===== config.mk =====
export PLATFORM = sky130hd
export DESIGN_NAME = fbfl_ctrl
export DESIGN_NICKNAME = d
export VERILOG_FILES = /design/src/rtl/fbfl_pkg.sv /design/src/rtl/fbfl_ctrl.sv
export SDC_FILE = /design/constraint.sdc
export NUM_CORES = 1
export LEC_CHECK = 0
export BUFFER_PORTS_ARGS = -buffer_cell sky130_fd_sc_hd__buf_2
export CAP_MARGIN = 5
export CORE_AREA = 2 2 39 41
export DETAILED_ROUTE_END_ITERATION = 16
export DIE_AREA = 0 0 41 43
export HOLD_SLACK_MARGIN = 0.1
export PLACE_DENSITY = 0.41
export SYNTH_ARGS = -nofsm -noshare
export SYNTH_HDL_FRONTEND = slang
export SYNTH_SLANG_ARGS = --single-unit

===== constraint.sdc =====
create_clock -name aclk -period 1.72 [get_ports aclk]
set_input_delay 0.172 -clock aclk [delete_from_list [all_inputs] [get_ports aclk]]
set_output_delay 0.172 -clock aclk [all_outputs]
set_load 0.01 [all_outputs]

===== src/rtl/fbfl_pkg.sv =====
// Package for the fixed-block free-list allocator: field widths, command and
// status codes, register indexes, reset values and controller/datapath structs.
// No dependencies.
package fbfl_pkg;

    localparam int DEFAULT_MAX_BLOCKS = 1024;

    localparam int CMD_W    = 2;
    localparam int IDX_W    = 10;
    localparam int OFF_W    = 26;
    localparam int CNT_W    = 11;
    localparam int STATUS_W = 2;
    localparam int BCNT_W   = 11;
    localparam int BSIZE_W  = 17;
    localparam int CFG_W    = 17;
    localparam int CFG_ADDR_W = 1;
    localparam int PROD_W   = IDX_W + BSIZE_W;

    localparam int S_TDATA_W = 16;
    localparam int M_TDATA_W = 56;
    localparam int M_FIELDS_W = STATUS_W + IDX_W + OFF_W + CNT_W;

    typedef logic [CMD_W-1:0]    cmd_t;
    typedef logic [STATUS_W-1:0] status_t;

    localparam cmd_t CMD_ALLOC      = 2'd0;
    localparam cmd_t CMD_FREE       = 2'd1;
    localparam cmd_t CMD_RESET_POOL = 2'd2;

    localparam status_t STATUS_OK     = 2'd0;
    localparam status_t STATUS_EMPTY  = 2'd1;
    localparam status_t STATUS_REJECT = 2'd2;

    localparam logic [CFG_ADDR_W-1:0] REG_BLOCK_COUNT = 1'd0;
    localparam logic [CFG_ADDR_W-1:0] REG_BLOCK_SIZE  = 1'd1;

    localparam logic [BCNT_W-1:0]  BLOCK_COUNT_RESET = 11'd1024;
    localparam logic [BSIZE_W-1:0] BLOCK_SIZE_RESET  = 17'd64;
    localparam logic [BSIZE_W-1:0] MIN_BLOCK_SIZE    = 17'd8;
    localparam logic [BSIZE_W-1:0] MAX_BLOCK_SIZE    = 17'd65536;

    typedef enum logic [1:0] {
        ST_IDLE,
        ST_EXEC,
        ST_READ,
        ST_DONE
    } state_t;

    // Controller to datapath
    typedef struct packed {
        logic latch_in;
        logic exec;
        logic capture;
        logic load_out;
    } dp_cmd_t;

    // Datapath to controller
    typedef struct packed {
        logic need_read;
        logic out_free;
    } dp_stat_t;

endpackage


===== src/rtl/fbfl_ctrl.sv =====
// Controller state machine for the free-list allocator.
// Depends on fbfl_pkg; drives the datapath through dp_cmd_t.
module fbfl_ctrl (
    input  logic              aclk,
    input  logic              aresetn,
    input  logic              s_axis_tvalid,
    output logic              s_axis_tready,
    input  fbfl_pkg::dp_stat_t stat,
    output fbfl_pkg::dp_cmd_t  cmd
);
    import fbfl_pkg::*;

    state_t state_reg;
    state_t state_next;

    always_ff @(posedge aclk) begin
        if (!aresetn) begin
            state_reg <= ST_IDLE;
        end else begin
            state_reg <= state_next;
        end
    end

    always_comb begin
        state_next = state_reg;
        unique case (state_reg)
            ST_IDLE: begin
                if (s_axis_tvalid) begin
                    state_next = ST_EXEC;
                end
            end
            ST_EXEC: begin
                state_next = stat.need_read ? ST_READ : ST_DONE;
            end
            ST_READ: begin
                state_next = ST_DONE;
            end
            ST_DONE: begin
                if (stat.out_free) begin
                    state_next = ST_IDLE;
                end
            end
            default: begin
                state_next = ST_IDLE;
            end
        endcase
    end

    always_comb begin
        cmd           = '0;
        s_axis_tready = 1'b0;
        unique case (state_reg)
            ST_IDLE: begin
                s_axis_tready = 1'b1;
                cmd.latch_in  = s_axis_tvalid;
            end
            ST_EXEC: begin
                cmd.exec = 1'b1;
            end
            ST_READ: begin
                cmd.capture = 1'b1;
            end
            ST_DONE: begin
                cmd.load_out = stat.out_free;
            end
            default: begin
                cmd = '0;
            end
        endcase
    end

    // A fetched word must follow every pop
    assert property (@(posedge aclk) disable iff (!aresetn)
        (state_reg == ST_EXEC && stat.need_read) |=> (state_reg == ST_READ))
        else $error("pop not followed by read stage");

endmodule


==> Flow_metrics.wiki <==
{| class="wikitable"
! Metric !! Value
|-
| Critical Path Start Type || flip-flop
|-
| Clock transition at the registers of the reported paths || around 0.030 ns
|-
| Number of violations of the max-capacitance limit || 0
|-
| Global-route wire length before repair || 510 µm
|-
| Number of buffers on the longest clock path || 2
|-
| Summed negative setup slack over all endpoints || 0 ns
|-
| Total global routing track utilization || ~5%
|-
| Layout cells sized above 1 || between 40% and 50%
|-
| Worst slew slack as a fraction of its limit || a little over 80%
|-
| Port Buffer Count || 9
|-
| Post-synthesis sequential element count || 2
|-
| Number of distinct library cell variants in the gate-level netlist after synthesis || 15
|-
| Pin count of the biggest net entering global routing || 6
|-
| Number of global-route vias before repair || roughly 140
|-
| Number of H-tree branching levels || 1
|-
| Remaining global-route overflow || 0
|-
| Row count || 14
|-
| Number of antenna violations at the first check in global routing || 0
|-
| Nets || 43
|-
| Initial DRC Count || 3
|-
| IO Pins || 10
|-
| TritonCTS clock tree || done
|-
| Number of endpoints failing setup at the final stage || 0
|-
| Leakage power || approximately 0.14 nW
|-
| Count of instances resized after the clock tree is built || 0
|-
| Path class of the lowest-slack min-delay path || in2reg
|-
| Synthesized cell area || around 180 µm²
|-
| Syn Nets || 29
|-
| Total core area || around 1400 µm²
|-
| Number of inserted filler cells in the final layout || 159
|-
| Classification of the worst setup path || reg2reg
|-
| Combined area of the multi-input logic cells || 132.6 µm²
|-
| Clock period minus worst slack || 1.454 ns
|-
| Number of vias after detailed routing || between 150 and 200
|-
| Most frequent standard cell in the layout excluding fill and tap cells || sky130_fd_sc_hd__buf_2
|-
| Post-DRT Antenna Nets || 0
|-
| N_diodes || 0
|-
| Final critical-path share of the clock period || ~85%
|-
| Combined flip-flop and latch cell area || ~40 µm²
|-
| Post-CTS setup buffer count || 0
|-
| Tightest Pin Transition || around 0.25 ns
|-
| Worst Slack Setup Final || 0.2661 ns
|-
| WHS || roughly 0.19 ns
|-
| Placement-stage worst setup slack || between 0.2 and 0.3 ns
|-
| Placer congestion estimate || just over 0.7
|-
| Root buf cell || sky130_fd_sc_hd__clkbuf_4
|-
| Die H || around 43 µm
|-
| Average wire per cell in the routed design || 7.313 µm
|-
| Fmax || ~690 MHz
|-
| Peak VDD IR || roughly 0.26 mV
|-
| CP endpoint kind || flip-flop
|-
| Yosys synthesis warning count || 0
|-
| Data arrival, critical path || about 1.6 ns
|-
| # DRC || 0
|-
| Number of clock sinks || 2
|-
| Worst EP required || between 1.5 and 2 ns
|-
| Flip-flop count of the largest register after layout || 2
|-
| Number of max-slew violations in the final report || 0
|-
| Sequential cell area fraction in the yosys report || between 20% and 30%
|-
| Number of iterations in the first detailed-routing pass || 2
|-
| Num CTS Buffers || 3
|-
| Power consumption || roughly 0.45 mW
|-
| Worst Clk Skew || between 0.003 and 0.004 ns
|-
| Vias per cell || between 3 and 4
|-
| Critical Path Fanout Max || 5
|-
| Clock network latency to the later pin of the worst-skew pair || approximately 0.22 ns
|-
| Growth of design area from synthesis to finish || 48.61%
|-
| Setup repair after global routing missed its margin || no
|-
| Instance count of the mapped netlist || 20
|-
| Drt total wl || about 350 µm
|-
| Power per cell area || around 1700 nW/µm²
|-
| Number of buffers inserted by hold repair at cts || 0
|-
| Average instance area after synthesis || about 9.0 µm²
|-
| DP Wirelength || 301.6 µm
|-
| Status || finished, final reports clean
|-
| Starting density of the core || between 10% and 20%
|-
| Die X || around 41 µm
|-
| Die footprint || around 1800 µm²
|-
| Final Hold Violating Endpoints || 0
|-
| Commonest non-fill, non-tap cells in the layout || sky130_fd_sc_hd__buf_2, sky130_fd_sc_hd__ha_1, sky130_fd_sc_hd__clkbuf_4, sky130_fd_sc_hd__inv_1, sky130_fd_sc_hd__dfxtp_1
|}
## final cells by class
class,count,share of cell area (%)
Inverter,2,2.804
Multi-Input combinational cell,16,49.53
Tap cell,16,7.477
Clock buffer,3,8.411
Sequential cell,2,14.95
Timing Repair Buffer,9,16.82
## cell families (layout without fill, tap and decap cells)
logic type	Yosys count	after routing	share of synthesized area, %
AOI/OAI and AO/OA	4	4	14.58
adders and majority gates	4	4	27.78
buffers and inverters	2	14	4.168
DFF	2	2	22.22
and+or+nand+nor	8	8	31.26
## through the flow
stage / cell area [µm²] / utilization [%] / cells
CTS: 267.8 / 19.35 / 48
global route: 267.8 / 19.35 / 48
floorplan: 180.2 / - / 20
finish: 267.8 / 19.35 / 48
global placement: 245.2 / 17.72 / 45
detailed placement: 245.2 / 17.72 / 45
## layer usage
layer	vias up	global-route usage (%)	share of wire, %
li1	93	-	-
met2	5	5.000	50
met1	78	4.459	40
met3	0	5.759	10
met5	-	0	0
met4	0	6.000	0
## report_power, final
part | switching [mW] | total (mW) | internal [mW]
Clock | 0.0260 | 0.103 | 0.0769
Combinational | 0.128 | 0.250 | 0.122
Sequential | 0.0233 | 0.0943 | 0.0710
## synthesized netlist by cell type
master	count	area share, %
sky130_fd_sc_hd__a21boi_1	1	4.2
sky130_fd_sc_hd__nor2_1	1	2.1
sky130_fd_sc_hd__inv_1	2	4.2
sky130_fd_sc_hd__nor2b_1	1	3.5
sky130_fd_sc_hd__dfxtp_1	2	22
sky130_fd_sc_hd__o21ai_0	1	2.8
sky130_fd_sc_hd__ha_1	4	28
sky130_fd_sc_hd__and2_1	1	3.5
sky130_fd_sc_hd__and2_2	1	4.2
sky130_fd_sc_hd__and2b_4	1	5.6
sky130_fd_sc_hd__or3b_1	1	4.9
sky130_fd_sc_hd__a21oi_1	1	2.8
sky130_fd_sc_hd__or3_1	1	3.5
sky130_fd_sc_hd__o41ai_1	1	4.9
sky130_fd_sc_hd__and2b_1	1	4.2
## worst paths after layout
| path | from | end | slack, ns | cells past startpoint |
|---|---|---|---|---|
| setup / recovery | state_reg[0]$_SDFFE_PN0P_ | state_reg[0]$_SDFFE_PN0P_ | 0.27 | 5 |
| hold / removal | aresetn | state_reg[0]$_SDFFE_PN0P_ | 0.19 | 3 |
| setup reg to reg | state_reg[0]$_SDFFE_PN0P_ | state_reg[0]$_SDFFE_PN0P_ | 0.27 | 5 |
| hold reg to reg | state_reg[1]$_SDFFE_PN0P_ | state_reg[1]$_SDFFE_PN0P_ | 0.54 | 2 |
## critical path, cell delays in order (launching register included)
cell	delay, ns
sky130_fd_sc_hd__dfxtp_1	0.35
sky130_fd_sc_hd__inv_1	0.09
sky130_fd_sc_hd__ha_1	0.25
sky130_fd_sc_hd__and2b_1	0.19
sky130_fd_sc_hd__or3_1	0.36
sky130_fd_sc_hd__a21oi_1	0.14
Power figures use the tool's default switching activity.
